## config.mk

```make
export PLATFORM = sky130hd
export DESIGN_NAME = patsa_ctrl
export DESIGN_NICKNAME = d
export VERILOG_FILES = /design/src/rtl/patsa_pkg.sv /design/src/rtl/patsa_ctrl.sv
export SDC_FILE = /design/constraint.sdc
export NUM_CORES = 1
export LEC_CHECK = 0
export BUFFER_PORTS_ARGS = -buffer_cell sky130_fd_sc_hd__buf_2
export CORE_MARGIN = 8
export CORE_UTILIZATION = 43
export DETAILED_ROUTE_END_ITERATION = 12
export PLACE_DENSITY = 0.72
export SYNTH_ARGS = -nofsm -noshare
export SYNTH_HDL_FRONTEND = slang
export SYNTH_SLANG_ARGS = --single-unit
```

## constraint.sdc

```tcl
create_clock -name clk -period 1.7 [get_ports clk]
set_clock_uncertainty 0.2 [all_clocks]
set_input_delay 0.085 -clock clk [delete_from_list [all_inputs] [get_ports clk]]
set_output_delay 0.085 -clock clk [all_outputs]
set_load 0.005 [all_outputs]
```

## src/rtl/patsa_pkg.sv

```systemverilog
// Shared types and constants for the parent-array tree size aggregator.
// No dependencies.
`default_nettype none
package patsa_pkg;

  localparam int MAX_NODES = 1024;
  localparam int IDX_W     = $clog2(MAX_NODES);
  localparam int CNT_W     = IDX_W + 1;

  typedef struct packed {
    logic [1:0]  req_type;
    logic [9:0]  parent_index;
    logic [9:0]  read_index;
    logic [63:0] logical_size;
    logic        is_directory;
  } in_word_t;

  typedef struct packed {
    logic        status;
    logic [9:0]  new_index;
    logic [9:0]  parent_out;
    logic        has_parent;
    logic [9:0]  first_child;
    logic        has_child;
    logic [9:0]  next_sibling;
    logic        has_sibling;
    logic [63:0] size_out;
    logic [10:0] file_count;
    logic [9:0]  directory_count;
    logic        is_dir_out;
  } out_word_t;

  typedef enum logic [1:0] {
    REQ_ROOT, REQ_CHILD, REQ_AGG, REQ_READ
  } req_t;

  typedef enum logic [3:0] {
    OP_NOP, OP_ADD_ROOT, OP_RD_HEAD, OP_ADD, OP_LINK, OP_WALK_ZERO, OP_CLR_RD,
    OP_CLR_WR, OP_SUM_INIT, OP_SUM_RD, OP_SUM_RDP, OP_SUM_WR, OP_RD_NODE
  } op_t;

  typedef enum logic [1:0] {
    RES_REJ, RES_OK, RES_ADD, RES_READ
  } res_t;

  typedef struct packed {
    logic cap;
    op_t  op;
    logic load;
    res_t res;
  } cmd_t;

  typedef struct packed {
    req_t req;
    logic count_zero;
    logic full;
    logic par_ok;
    logic idx_ok;
    logic walk_last;
    logic walk_zero;
    logic out_busy;
  } stat_t;

endpackage
`default_nettype wire

```

## src/rtl/patsa_ctrl.sv

```systemverilog
// Controller: sequences inserts, reads and the two aggregate passes.
// Depends on patsa_pkg.
`default_nettype none
module patsa_ctrl (
  input  wire               clk,
  input  wire               rst_n,
  input  wire               in_valid,
  output logic              in_ready,
  input  patsa_pkg::stat_t  st,
  output patsa_pkg::cmd_t   cmd
);

  typedef enum logic [3:0] {
    S_IDLE, S_DISP, S_ADD, S_LINK, S_CLR_RD, S_CLR_WR,
    S_SUM_INIT, S_SUM_RD, S_SUM_RDP, S_SUM_WR, S_FIN
  } state_t;

  state_t state_r, state_nxt;
  patsa_pkg::res_t res_r, res_nxt;

  always_ff @(posedge clk) begin
    if (!rst_n) begin
      state_r <= S_IDLE;
      res_r   <= patsa_pkg::RES_OK;
    end else begin
      state_r <= state_nxt;
      res_r   <= res_nxt;
    end
  end

  always_comb begin
    state_nxt = state_r;
    res_nxt   = res_r;
    in_ready  = 1'b0;
    cmd.cap   = 1'b0;
    cmd.op    = patsa_pkg::OP_NOP;
    cmd.load  = 1'b0;
    cmd.res   = res_r;
    unique case (state_r)
      S_IDLE: begin
        in_ready = 1'b1;
        cmd.cap  = in_valid;
        if (in_valid) state_nxt = S_DISP;
      end
      S_DISP: begin
        state_nxt = S_FIN;
        unique case (st.req)
          patsa_pkg::REQ_ROOT: begin
            if (!st.count_zero) res_nxt = patsa_pkg::RES_REJ;
            else begin
              cmd.op  = patsa_pkg::OP_ADD_ROOT;
              res_nxt = patsa_pkg::RES_ADD;
            end
          end
          patsa_pkg::REQ_CHILD: begin
            if (!st.par_ok || st.full) res_nxt = patsa_pkg::RES_REJ;
            else begin
              cmd.op    = patsa_pkg::OP_RD_HEAD;
              res_nxt   = patsa_pkg::RES_ADD;
              state_nxt = S_ADD;
            end
          end
          patsa_pkg::REQ_AGG: begin
            res_nxt = patsa_pkg::RES_OK;
            if (!st.count_zero) begin
              cmd.op    = patsa_pkg::OP_WALK_ZERO;
              state_nxt = S_CLR_RD;
            end
          end
          patsa_pkg::REQ_READ: begin
            if (!st.idx_ok) res_nxt = patsa_pkg::RES_REJ;
            else begin
              cmd.op  = patsa_pkg::OP_RD_NODE;
              res_nxt = patsa_pkg::RES_READ;
            end
          end
          default: ;
        endcase
      end
      S_ADD: begin
        cmd.op    = patsa_pkg::OP_ADD;
        state_nxt = S_LINK;
      end
      S_LINK: begin
        cmd.op    = patsa_pkg::OP_LINK;
        state_nxt = S_FIN;
      end
      S_CLR_RD: begin
        cmd.op    = patsa_pkg::OP_CLR_RD;
        state_nxt = S_CLR_WR;
      end
      S_CLR_WR: begin
        cmd.op    = patsa_pkg::OP_CLR_WR;
        state_nxt = st.walk_last ? S_SUM_INIT : S_CLR_RD;
      end
      S_SUM_INIT: begin
        cmd.op    = patsa_pkg::OP_SUM_INIT;
        state_nxt = S_SUM_RD;
      end
      S_SUM_RD: begin
        if (st.walk_zero) state_nxt = S_FIN;
        else begin
          cmd.op    = patsa_pkg::OP_SUM_RD;
          state_nxt = S_SUM_RDP;
        end
      end
      S_SUM_RDP: begin
        cmd.op    = patsa_pkg::OP_SUM_RDP;
        state_nxt = S_SUM_WR;
      end
      S_SUM_WR: begin
        cmd.op    = patsa_pkg::OP_SUM_WR;
        state_nxt = S_SUM_RD;
      end
      S_FIN: begin
        if (!st.out_busy) begin
          cmd.load  = 1'b1;
          state_nxt = S_IDLE;
        end
      end
      default: state_nxt = S_IDLE;
    endcase
  end

endmodule
`default_nettype wire

```

* Word-level counts from Yosys, hierarchy flattened
Index checks and enable logic that the tools add are counted.
** Operators by class
- Equal/unequal tests :: 15
- Mux-type cells :: 23
- Reductions and logical operators :: 6
** Operators with widths (number)
- 4-bit case mux with 10 select lines :: 1
- 4-bit case mux with 9 select lines :: 1
- 4-bit two-way mux :: 6
- 4-bit by 3-bit == test with 1-bit output (second input constant) :: 4
- 4-bit case mux with 4 select lines :: 1
- 4-bit == test (second input constant) :: 3
- 2-bit two-way mux :: 6
- 4-bit by 2-bit == test with 1-bit output (second input constant) :: 2
- 2-bit case mux with 4 select lines :: 1
- 4-bit case mux with 2 select lines :: 1
- 1-bit two-way mux :: 5
- 2-bit == test (second input constant) :: 2
- 4-bit by 1-bit == test with 1-bit output (second input constant) :: 1
- 4-bit logical NOT :: 1
- 2-bit != test (second input constant) :: 2
- 3-bit two-way mux :: 1
- 2-bit by 1-bit == test with 1-bit output (second input constant) :: 1
- 2-bit logical NOT :: 1
- 2-bit AND reduction :: 1
- 2-bit OR reduction :: 1
- 1-bit logical NOT :: 1
- 1-bit logical OR :: 1
** Storage, ports and cells
- Bits in registers :: 6
- Input port bits :: 12
- Output and inout port bits :: 9
- Word-level logic and storage cells :: 46

* Longest topological paths before layout
Gate-level depths: netlist of run 1.
- Depth after elaboration :: 5
- Depth in mapped cells :: 6
- Gate-level depth less buffers :: 6

* Least setup slack after synthesis of run 1
OpenSTA, ideal clock, no wires.
- Path type :: register -> register
- Start :: reg state_r[2]
- End :: reg state_r[3]
- Library setup time :: 60 ps
- Arrival time :: 1484 ps
- Required time :: 1440 ps
- Path slack :: -44 ps
- Stages on the path, launching flop included :: 7
- Buffers on the path :: 2
- Period minus slack after synthesis :: 1744 ps
- Cells stage by stage :: dfxtp_1 -> buf_6 -> or4b_4 -> buf_6 -> a31o_1 -> o21ai_1 -> o2111a_1
** Between the ends
- Word-level cells in the longest chain between the ends :: 3
- Elaborated cells on any way between the ends :: 16
- Those cells by class :: 12 x eq/ne; 1 x mux; 3 x reduce/logical
** RTL lines
- from (decl) :: line patsa_ctrl.sv:18 : state_t state_r, state_nxt;
- from (signal assigned) :: line patsa_ctrl.sv:26 : state_r <= state_nxt;
- 4-bit == test (tied with other cells) :: line patsa_ctrl.sv:39 : unique case (state_r)
- 2-bit OR reduction (no source line) or 2-bit != test (tied branches)
- 4-bit case mux with 10 select lines or 2-bit AND reduction (tied branches)
Parallel ways exist; a longest one is shown, timed or not.
A chain may end at the register's enable or synchronous reset.

==> results of run 1 <==
==> area by class of cell <==
| type | instances | area (um2) | area share |
|---|---|---|---|
| clock buffer | 3 | 22.5 | 0.0249 |
| inverter | 7 | 26.3 | 0.0290 |
| multi-input combinational | 67 | 503 | 0.555 |
| sequential | 6 | 120 | 0.133 |
| tap | 16 | 20.0 | 0.0221 |
| timing repair buffer | 33 | 214 | 0.236 |
==> per-stage QoR <==
step,setup slack (ns),std cells,TNS (ns)
6_report,-0.0962,132,-0.189
5_1_grt,-0.137,132,-0.427
4_1_cts,-0.0572,126,-0.102
3_5_place_dp,0.0391,120,0
3_3_place_gp,0.0720,120,0
2_1_floorplan,-0.0308,87,-0.0308
==> cells in the final DEF, fill, tap and decap left out, types with 2 or more instances in the layout <==
| cell type | count |
|---|---|
| clkbuf_4 | 3 |
| a21o_1 | 3 |
| buf_2 | 20 |
| nor3_1 | 2 |
| ha_1 | 4 |
| dlygate4sd3_1 | 2 |
| o21ai_0 | 2 |
| dfxtp_1 | 6 |
| nor2_1 | 8 |
| mux2i_1 | 3 |
| a21oi_1 | 5 |
| and2_1 | 2 |
| o21ai_1 | 3 |
| buf_4 | 8 |
| inv_1 | 7 |
| nand2_1 | 11 |
| buf_6 | 3 |
==> routing by layer <==
metal / share of wire / track usage
met1: 0.38 / 0.134
met2: 0.52 / 0.248
met3: 0.086 / 0.0571
met4: 0.0093 / 0.0697
met5: 0 / 0
==> flip-flops by register name, summed over array words and instances (netlist names) <==
signal,count
res_r,2
state_r,4
==> cells by family (layout without fill, tap and decap cells) <==
group | after synthesis | after routing | synth area share
muxes | 3 | 3 | 0.0476
DFF | 6 | 6 | 0.190
and+or+nand+nor | 31 | 31 | 0.254
buffers and inverters | 14 | 43 | 0.107
adders and majority gates | 4 | 4 | 0.0794
AOI/OAI and AO/OA | 29 | 29 | 0.321
==> cells in the mapped netlist (3+ instances only) <==
library cell  count  area share
nand2_1          11       0.065
nor2_1            8       0.048
inv_1             7       0.042
dfxtp_1           6        0.19
a21oi_1           5       0.040
clkbuf_1          5       0.030
ha_1              4       0.079
a21o_1            3       0.036
mux2i_1           3       0.048
o21ai_1           3       0.024
==> report_power, final <==
group          internal, mW  switching, mW
Combinational         0.243          0.252
Clock                0.0797         0.0491
Sequential            0.167         0.0158
==> path summary, 6_finish.rpt <==
check	start	slack, ns	to	cells past startpoint
worst max register to register	state_r[3]	0.01	state_r[3]	4
worst min register to register	res_r[0]	0.26	res_r[0]	2
worst min-delay path	st[1]	0.06	state_r[1]	3
worst max-delay path	state_r[3]	-0.1	cmd[5]	3
==> repair_timing <==
| item | in CTS | in global routing |
|---|---|---|
| hold buffers | 2 | 0 |
| endpoints found under the setup margin | 4 | 5 |
| pin swaps | 2 | 0 |
| gates resized for setup | 6 | 7 |
| endpoints found under the hold margin | 6 | 0 |
| buffers inserted | 1 | 6 |
==> worst register-to-register path, stage by stage (launching register included) <==
cell and delay (ns):
dfxtp_1 0.31, or4b_4 0.59, a31o_1 0.23, o21ai_1 0.13
o2111a_1 0.18
==> flow_metrics.tcl, run 1 <==
set metrics [dict create \
    status "finished with violations" \
    postSynthCellCount 87 \
    hold_viol_final 0 \
    rsz0062_at_grt "true" \
    cts_sinks 6 \
    layout-drive-gt1-share 0.353 \
    yosysWarningCount 0 \
    grt-ovfl-total 0 \
    synthFlopType "dfxtp_1" \
    criticalPathCategory "reg2out" \
    ioPinCount 21 \
    tightest_slew_ns 0.283 \
    place_hpwl_um 1340 \
    fin_ws_ns -0.0962 \
    post-route-min-period_ns 1.80 \
    cts_htree_levels 1 \
    cp_max_fo 4 \
    grt_pass1_wl_um 3100 \
    cp_top_family "simple AND/OR/NAND/NOR gates" \
    die_h_um 54.3 \
    dpl-instance-area_um2 739 \
    setup-violations-final 3 \
    power_density_nw_per_um2 890 \
    dr.pass1.iters 4 \
    grt_pass1_vias 746 \
    yosysSeqAreaShare 0.190 \
    finalPower_mw 0.807 \
    end_kind "output pin" \
    drt_wl_total_um 2040 \
    cp_cell_sequence "or4b_4, o32ai_4, buf_2" \
    start_util 0.439 \
    p_leak_nw 0.443 \
    critPathMaxStageDelay_ns 0.59 \
    cts_tree "done" \
    clock_tree.root_cell "clkbuf_4" \
    ir_drop_mv 0.447 \
    drt_iter0_drc 16 \
    synthDistinctLibCells 34 \
    antenna_cells 0 \
    wl_per_cell_um 15.4 \
    synth_edf_count 0 \
    n_fill_cell 120 \
    die_area_um2 2950 \
    slowest_stage "or4b_4" \
    place.gp.congestion 0.832 \
    fmax_ghz 0.557 \
    final_nets 134 \
    grt_max_degree 18 \
    numPortBuffers 20 \
    drc 0 \
    syn_nets 103 \
    cp_data_required_time_ns 1.41 \
    ys_ff_latch 6 \
    worstPathArrival_ns 1.51 \
    synthArstFlopShare 0 \
    postLayoutCoreUtil 0.631 \
    rows 14 \
    via_count 759 \
    routed_via_density 5.75 \
    relSlewSlack 0.806 \
    min_period_over_period 1.06 \
    clk_latency_ns 0.24 \
    die_w_um 54.3 \
    postRouteAntennaNets 0 \
    hold_class "in2reg" \
    cts_made_buffers 3 \
    cts.clk_slew.worst_paths_ns 0.04 \
    max-cap-violations 0 \
    finalMaxSlewViolations 0 \
    avgSynthCellArea_um2 7.25 \
    grtUsageTotal 0.139 \
    synthToLayoutAreaGrowth_pct 43.7 \
    core-area_um2 1440 \
    whs_ns 0.0560 \
    antenna_found_initial 0 \
    critPathLaunchType "flip-flop" \
    syn-cell-area_um2 631 \
    cts_buffer_depth 2 \
    final_cell_area_um2 906 \
    violations "setup timing" \
    path_buf_inv 1 \
]
Note: power is estimated with default switching activity, not from simulation.
==> inputs of run 2 (changes only) <==
--- a/config.mk
+++ b/config.mk
@@ -10,6 +10,7 @@
 export CORE_UTILIZATION = 43
 export DETAILED_ROUTE_END_ITERATION = 12
 export PLACE_DENSITY = 0.72
+export SETUP_SLACK_MARGIN = 0.02
 export SYNTH_ARGS = -nofsm -noshare
 export SYNTH_HDL_FRONTEND = slang
 export SYNTH_SLANG_ARGS = --single-unit
==> run 2 against run 1 <==
Compared with the run above:
- hold slack got worse by 0.0014 ns
- clock-buffer cell count unchanged
- largest cell class unchanged
- largest power group unchanged
- critical endpoint unchanged
- critical path depth unchanged
- the run still ends with setup timing left
- global-route usage increased by 1.9 points
- via count increased by 4.5%
==> flow_metrics.tcl, run 2 (synthesized netlist as in run 1, its figures left out) <==
set metrics [dict create \
    regMostFlops "state_r" \
    start_util 0.439 \
    cts_htree_levels 1 \
    min_period_over_period 1.08 \
    endpoint "cmd[5]" \
    grt_pass1_vias 813 \
    antenna_found_initial 0 \
    die_w_um 54.3 \
    setup_tns_ns -0.216 \
    postRouteAntennaNets 0 \
    ioPinCount 21 \
    criticalPathCategory "reg2out" \
    whs_ns 0.0546 \
    final_nets 135 \
    combPwrFrac 0.628 \
    place_hpwl_um 1340 \
    layout_commonest_cell "buf_2" \
    layout-drive-gt1-share 0.368 \
    seq_power_share 0.218 \
    postLayoutCoreUtil 0.645 \
    multi_input_area_um2 517 \
    status "finished with violations" \
    fin_ws_ns -0.139 \
    clock_tree.root_cell "clkbuf_4" \
    cp_data_required_time_ns 1.41 \
    power_switching_mw 0.333 \
    grtUsageTotal 0.157 \
    hold_viol_final 0 \
    r2r_end "state_r[3]" \
    ff2ff_setup_slack_ns 0 \
    numPortBuffers 20 \
    final_cell_mix "20 x buf_2, 11 x nand2_1, 9 x buf_4" \
    place.gp.congestion 0.832 \
    reg2reg_depth 4 \
    r2r_start "state_r[3]" \
    grt_max_degree 14 \
    clkPwrFrac 0.154 \
    die_h_um 54.3 \
    cts_sinks 6 \
    drt_iter0_drc 25 \
    p_leak_nw 0.451 \
    die_area_um2 2950 \
    worstSetupStartpoint "state_r[3]" \
    max-cap-violations 0 \
    setup-violations-final 3 \
    hold_class "in2reg" \
    dp_slack_ns 0.0391 \
    dr.pass1.iters 4 \
    ir_drop_mv 0.432 \
    tightest_slew_ns 0.260 \
    ff_latch_area_um2 120 \
    via_count 793 \
    finalMaxSlewViolations 0 \
    cts_buffer_depth 2 \
    cts_tree "done" \
    power_density_nw_per_um2 904 \
    clk_latency_ns 0.25 \
    violations "setup timing" \
    synthToLayoutAreaGrowth_pct 47.0 \
    critPathLaunchType "flip-flop" \
    drc 0 \
    grt_pass1_wl_um 3470 \
    routed_via_density 5.96 \
    cp_max_fo 4 \
    largest_register_ffs 4 \
    internal_power_mw 0.506 \
    reg_top3 "state_r x4, res_r x2" \
    grt-ovfl-total 0 \
    end_kind "output pin" \
    finalPower_mw 0.839 \
    drt_wl_total_um 2170 \
    wl_per_cell_um 16.3 \
    n_fill_cell 125 \
    rsz0062_at_grt "true" \
    core-area_um2 1440 \
    cts.clk_slew.worst_paths_ns 0.05 \
    fmax_ghz 0.544 \
    antenna_cells 0 \
    cts_made_buffers 3 \
    worstPathArrival_ns 1.55 \
    relSlewSlack 0.821 \
    post-route-min-period_ns 1.84 \
    sw_frac_of_total 0.397 \
    rows 14 \
]
run 2: cell count changes in the layout (fill, tap and decap cells not counted):
cell | before | now
a211oi_1 | 1 | 0
nor4bb_4 | 0 | 1
nor4bb_2 | 1 | 0
a211oi_2 | 0 | 1
buf_4 | 8 | 9
run 2: worst min-delay path by stage:
stage	startpoint	to	depth (start not counted)
2_1_floorplan	st[0]	cmd[2]	1
3_3_place_gp	rst_n	res_r[0]	2
3_5_place_dp	rst_n	res_r[0]	2
4_1_cts	st[7]	res_r[0]	4
5_1_grt	st[7]	res_r[0]	4
6_report	st[7]	res_r[0]	4
run 2: area by class of cell:
| cell class | count | area share |
|---|---|---|
| tap | 16 | 0.0216 |
| clock buffer | 3 | 0.0243 |
| inverter | 7 | 0.0283 |
| timing repair buffer | 34 | 0.239 |
| sequential | 6 | 0.130 |
| multi-input combinational | 67 | 0.557 |
run 2: critical path: stages (launching register included):
cell	delay (ns)
dfxtp_1	0.32
or4b_4	0.60
o32ai_4	0.24
buf_2	0.16
run 2: through the flow:
step	cells	cell area [um2]
global route	133	927
CTS	132	872
floorplan	87	631
global placement	120	739
detailed placement	120	739
finish	133	927
run 2: power by group through the flow:
stage | clock, mW | combinational, mW | sequential (mW)
after CTS | 0.131 | 0.455 | 0.181
after global routing | 0.141 | 0.577 | 0.184
after floorplan | 0 | 0.264 | 0.184
after detailed placement | 0 | 0.388 | 0.181
final | 0.129 | 0.527 | 0.183
after global placement | 0 | 0.380 | 0.181
run 2: repair_timing:
item / in CTS / in global routing
endpoints found under the hold margin: 6 / 0
pin swaps: 3 / 0
setup endpoints to repair: 4 / 5
hold buffers: 2 / 0
buffers inserted: 7 / 1
gates resized for setup: 7 / 8
run 2: routing by layer:
metal	up-vias	track usage	part of all wire
met4	0	0.111	0.033
met3	8	0.0571	0.067
met5	-	0	0
met1	377	0.152	0.39
li1	374	-	-
met2	34	0.271	0.51
==> inputs of run 3 (changes only) <==
--- a/config.mk
+++ b/config.mk
@@ -6,7 +6,7 @@
 export NUM_CORES = 1
 export LEC_CHECK = 0
 export BUFFER_PORTS_ARGS = -buffer_cell sky130_fd_sc_hd__buf_2
-export CORE_MARGIN = 8
+export CORE_MARGIN = 2
 export CORE_UTILIZATION = 43
 export DETAILED_ROUTE_END_ITERATION = 12
 export PLACE_DENSITY = 0.72
==> run 3 against run 2 <==
Compared with the run above:
- the run still ends with setup timing left
- non-clock buffer count down 7
- final cell count decreased by 6.0%
- global-route usage rose by 4.2 points
- largest power group unchanged
- utilization fell by 1.6 points
- flip-flop and latch count unchanged
- final area is 9.4% lower
- hold slack gained 0.0084 ns
- first-iteration DRC count shrank 8.0%
- via count fell by 10%
==> flow_metrics.tcl, run 3 (synthesized netlist as in run 1, its figures left out) <==
set metrics [dict create \
    status "finished with violations" \
    violations "setup timing" \
    clk_latency_ns 0.25 \
    ir_drop_mv 0.557 \
    reg2reg_depth 4 \
    clock_tree.root_cell "clkbuf_4" \
    core-area_um2 1330 \
    power_density_nw_per_um2 897 \
    synthToLayoutAreaGrowth_pct 33.1 \
    place_hpwl_um 1190 \
    via_count 712 \
    layout-drive-gt1-share 0.318 \
    rsz0062_at_grt "true" \
    tightest_slew_ns 0.205 \
    critPathMaxStageDelay_ns 0.58 \
    top_usage_layer "met2" \
    stdcell_count 125 \
    wl_per_cell_um 13.2 \
    antenna_cells 0 \
    critPathLaunchType "flip-flop" \
    whs_ns 0.0629 \
    hold_viol_final 0 \
    worstPathArrival_ns 1.49 \
    endpoint "cmd[5]" \
    grt_max_degree 18 \
    postRouteAntennaNets 0 \
    n_fill_cell 127 \
    criticalPathCategory "reg2out" \
    final_cell_mix "20 x buf_2, 11 x nand2_1, 7 x inv_1, 7 x nor2_1, 6 x dfxtp_1" \
    postLayoutCoreUtil 0.629 \
    die_w_um 42.3 \
    hold_class "in2reg" \
    fin_ws_ns -0.0738 \
    slowest_stage "or4b_4" \
    cp_max_fo 5 \
    cts_made_buffers 3 \
    p_leak_nw 0.409 \
    grt_pass1_wl_um 2710 \
    max-cap-violations 0 \
    drt_wl_total_um 1650 \
    cts_sinks 6 \
    regMostFlops "state_r" \
    final_cell_area_um2 840 \
    start_util 0.473 \
    rows 13 \
    ff2ff_setup_slack_ns 0.01 \
    final_nets 128 \
    finalMaxSlewViolations 0 \
    relSlewSlack 0.859 \
    fmax_ghz 0.564 \
    numPortBuffers 20 \
    dr.pass1.iters 4 \
    end_kind "output pin" \
    die_h_um 42.3 \
    r2r_end "state_r[3]" \
    drt_iter0_drc 23 \
    use_met1 0.242 \
    place.gp.congestion 0.810 \
    antenna_found_initial 0 \
    cp_cell_sequence "or4b_4, o32ai_2, buf_2" \
    largest_register_ffs 4 \
    cts_tree "done" \
    worstSetupStartpoint "state_r[3]" \
    met2_usage 0.342 \
    layout_commonest_cell "buf_2" \
    reg_top3 "state_r x4, res_r x2" \
    globalRouteMet3Util 0.0776 \
    dpl.cell_count 119 \
    cts_buffer_depth 2 \
    die_area_um2 1790 \
    cts.clk_slew.worst_paths_ns 0.05 \
    multi_input_area_um2 487 \
    r2r_start "state_r[3]" \
    drc 0 \
    ioPinCount 21 \
    cts_htree_levels 1 \
    min_period_over_period 1.04 \
    cp_data_required_time_ns 1.41 \
    grt-ovfl-total 0 \
    dpl-instance-area_um2 738 \
    grtUsageTotal 0.199 \
    post-route-min-period_ns 1.77 \
    grt_pass1_vias 637 \
    ff_latch_area_um2 120 \
    setup-violations-final 2 \
    routed_via_density 5.70 \
]
## run 3: cell count changes in the layout (fill, tap and decap cells not counted), sizes merged
| cell | previous run | this run |
|---|---|---|
| buf | 32 | 25 |
## run 3: layout make-up
class,instances,share of cell area
multi-input cells,67,0.580
repair buffers,27,0.197
flip-flops and latches,6,0.143
inverters,7,0.0313
clock buffers,3,0.0268
well taps,15,0.0224
## run 3: metal layers
layer  part of all wire  wire, um
met1               0.45       747
met2               0.49       801
met3              0.058        96
met4                  0         0
met5                  0         0
## run 3: worst min-delay path by stage
stage          start         end  slack (ns)  depth (start not counted)
3_5_place_dp   rst_n    res_r[0]        0.14                          2
5_1_grt        st[1]  state_r[1]        0.08                          3
6_report       st[1]  state_r[1]        0.06                          3
3_3_place_gp   rst_n    res_r[0]        0.13                          2
2_1_floorplan  st[0]      cmd[2]       0.001                          1
4_1_cts        st[1]  state_r[1]        0.05                          3
## run 3: critical path, delay by kind of cell (launching register included)
kind,cells,cell delay [ns]
AND/OR/NAND/NOR,1,0.58
flip-flops,1,0.30
AO/OA/AOI/OAI,1,0.21
buffers and inverters,1,0.15
## run 3: what timing repair did
item / CTS / global route
hold endpoints to repair: 6 / 0
cloned: 0 / 0
endpoints found under the setup margin: 5 / 6
pin swaps: 2 / 0
hold buffers: 2 / 0
gates resized for setup: 8 / 3
buffers inserted: 1 / 0
## run 3: report_power, final
group          internal, mW  switching, mW
logic                 0.211          0.228
clock network        0.0801         0.0545
registers             0.167         0.0130
total                 0.458          0.295
## run 3: stage by stage
step	setup slack (ns)	TNS (ns)	total power, mW
floorplan	-0.0308	-0.0308	0.448
global placement	0.0703	0	0.555
detailed placement	0.0118	0	0.567
CTS	-0.0800	-0.128	0.748
global route	-0.107	-0.298	0.815
finish	-0.0738	-0.111	0.753
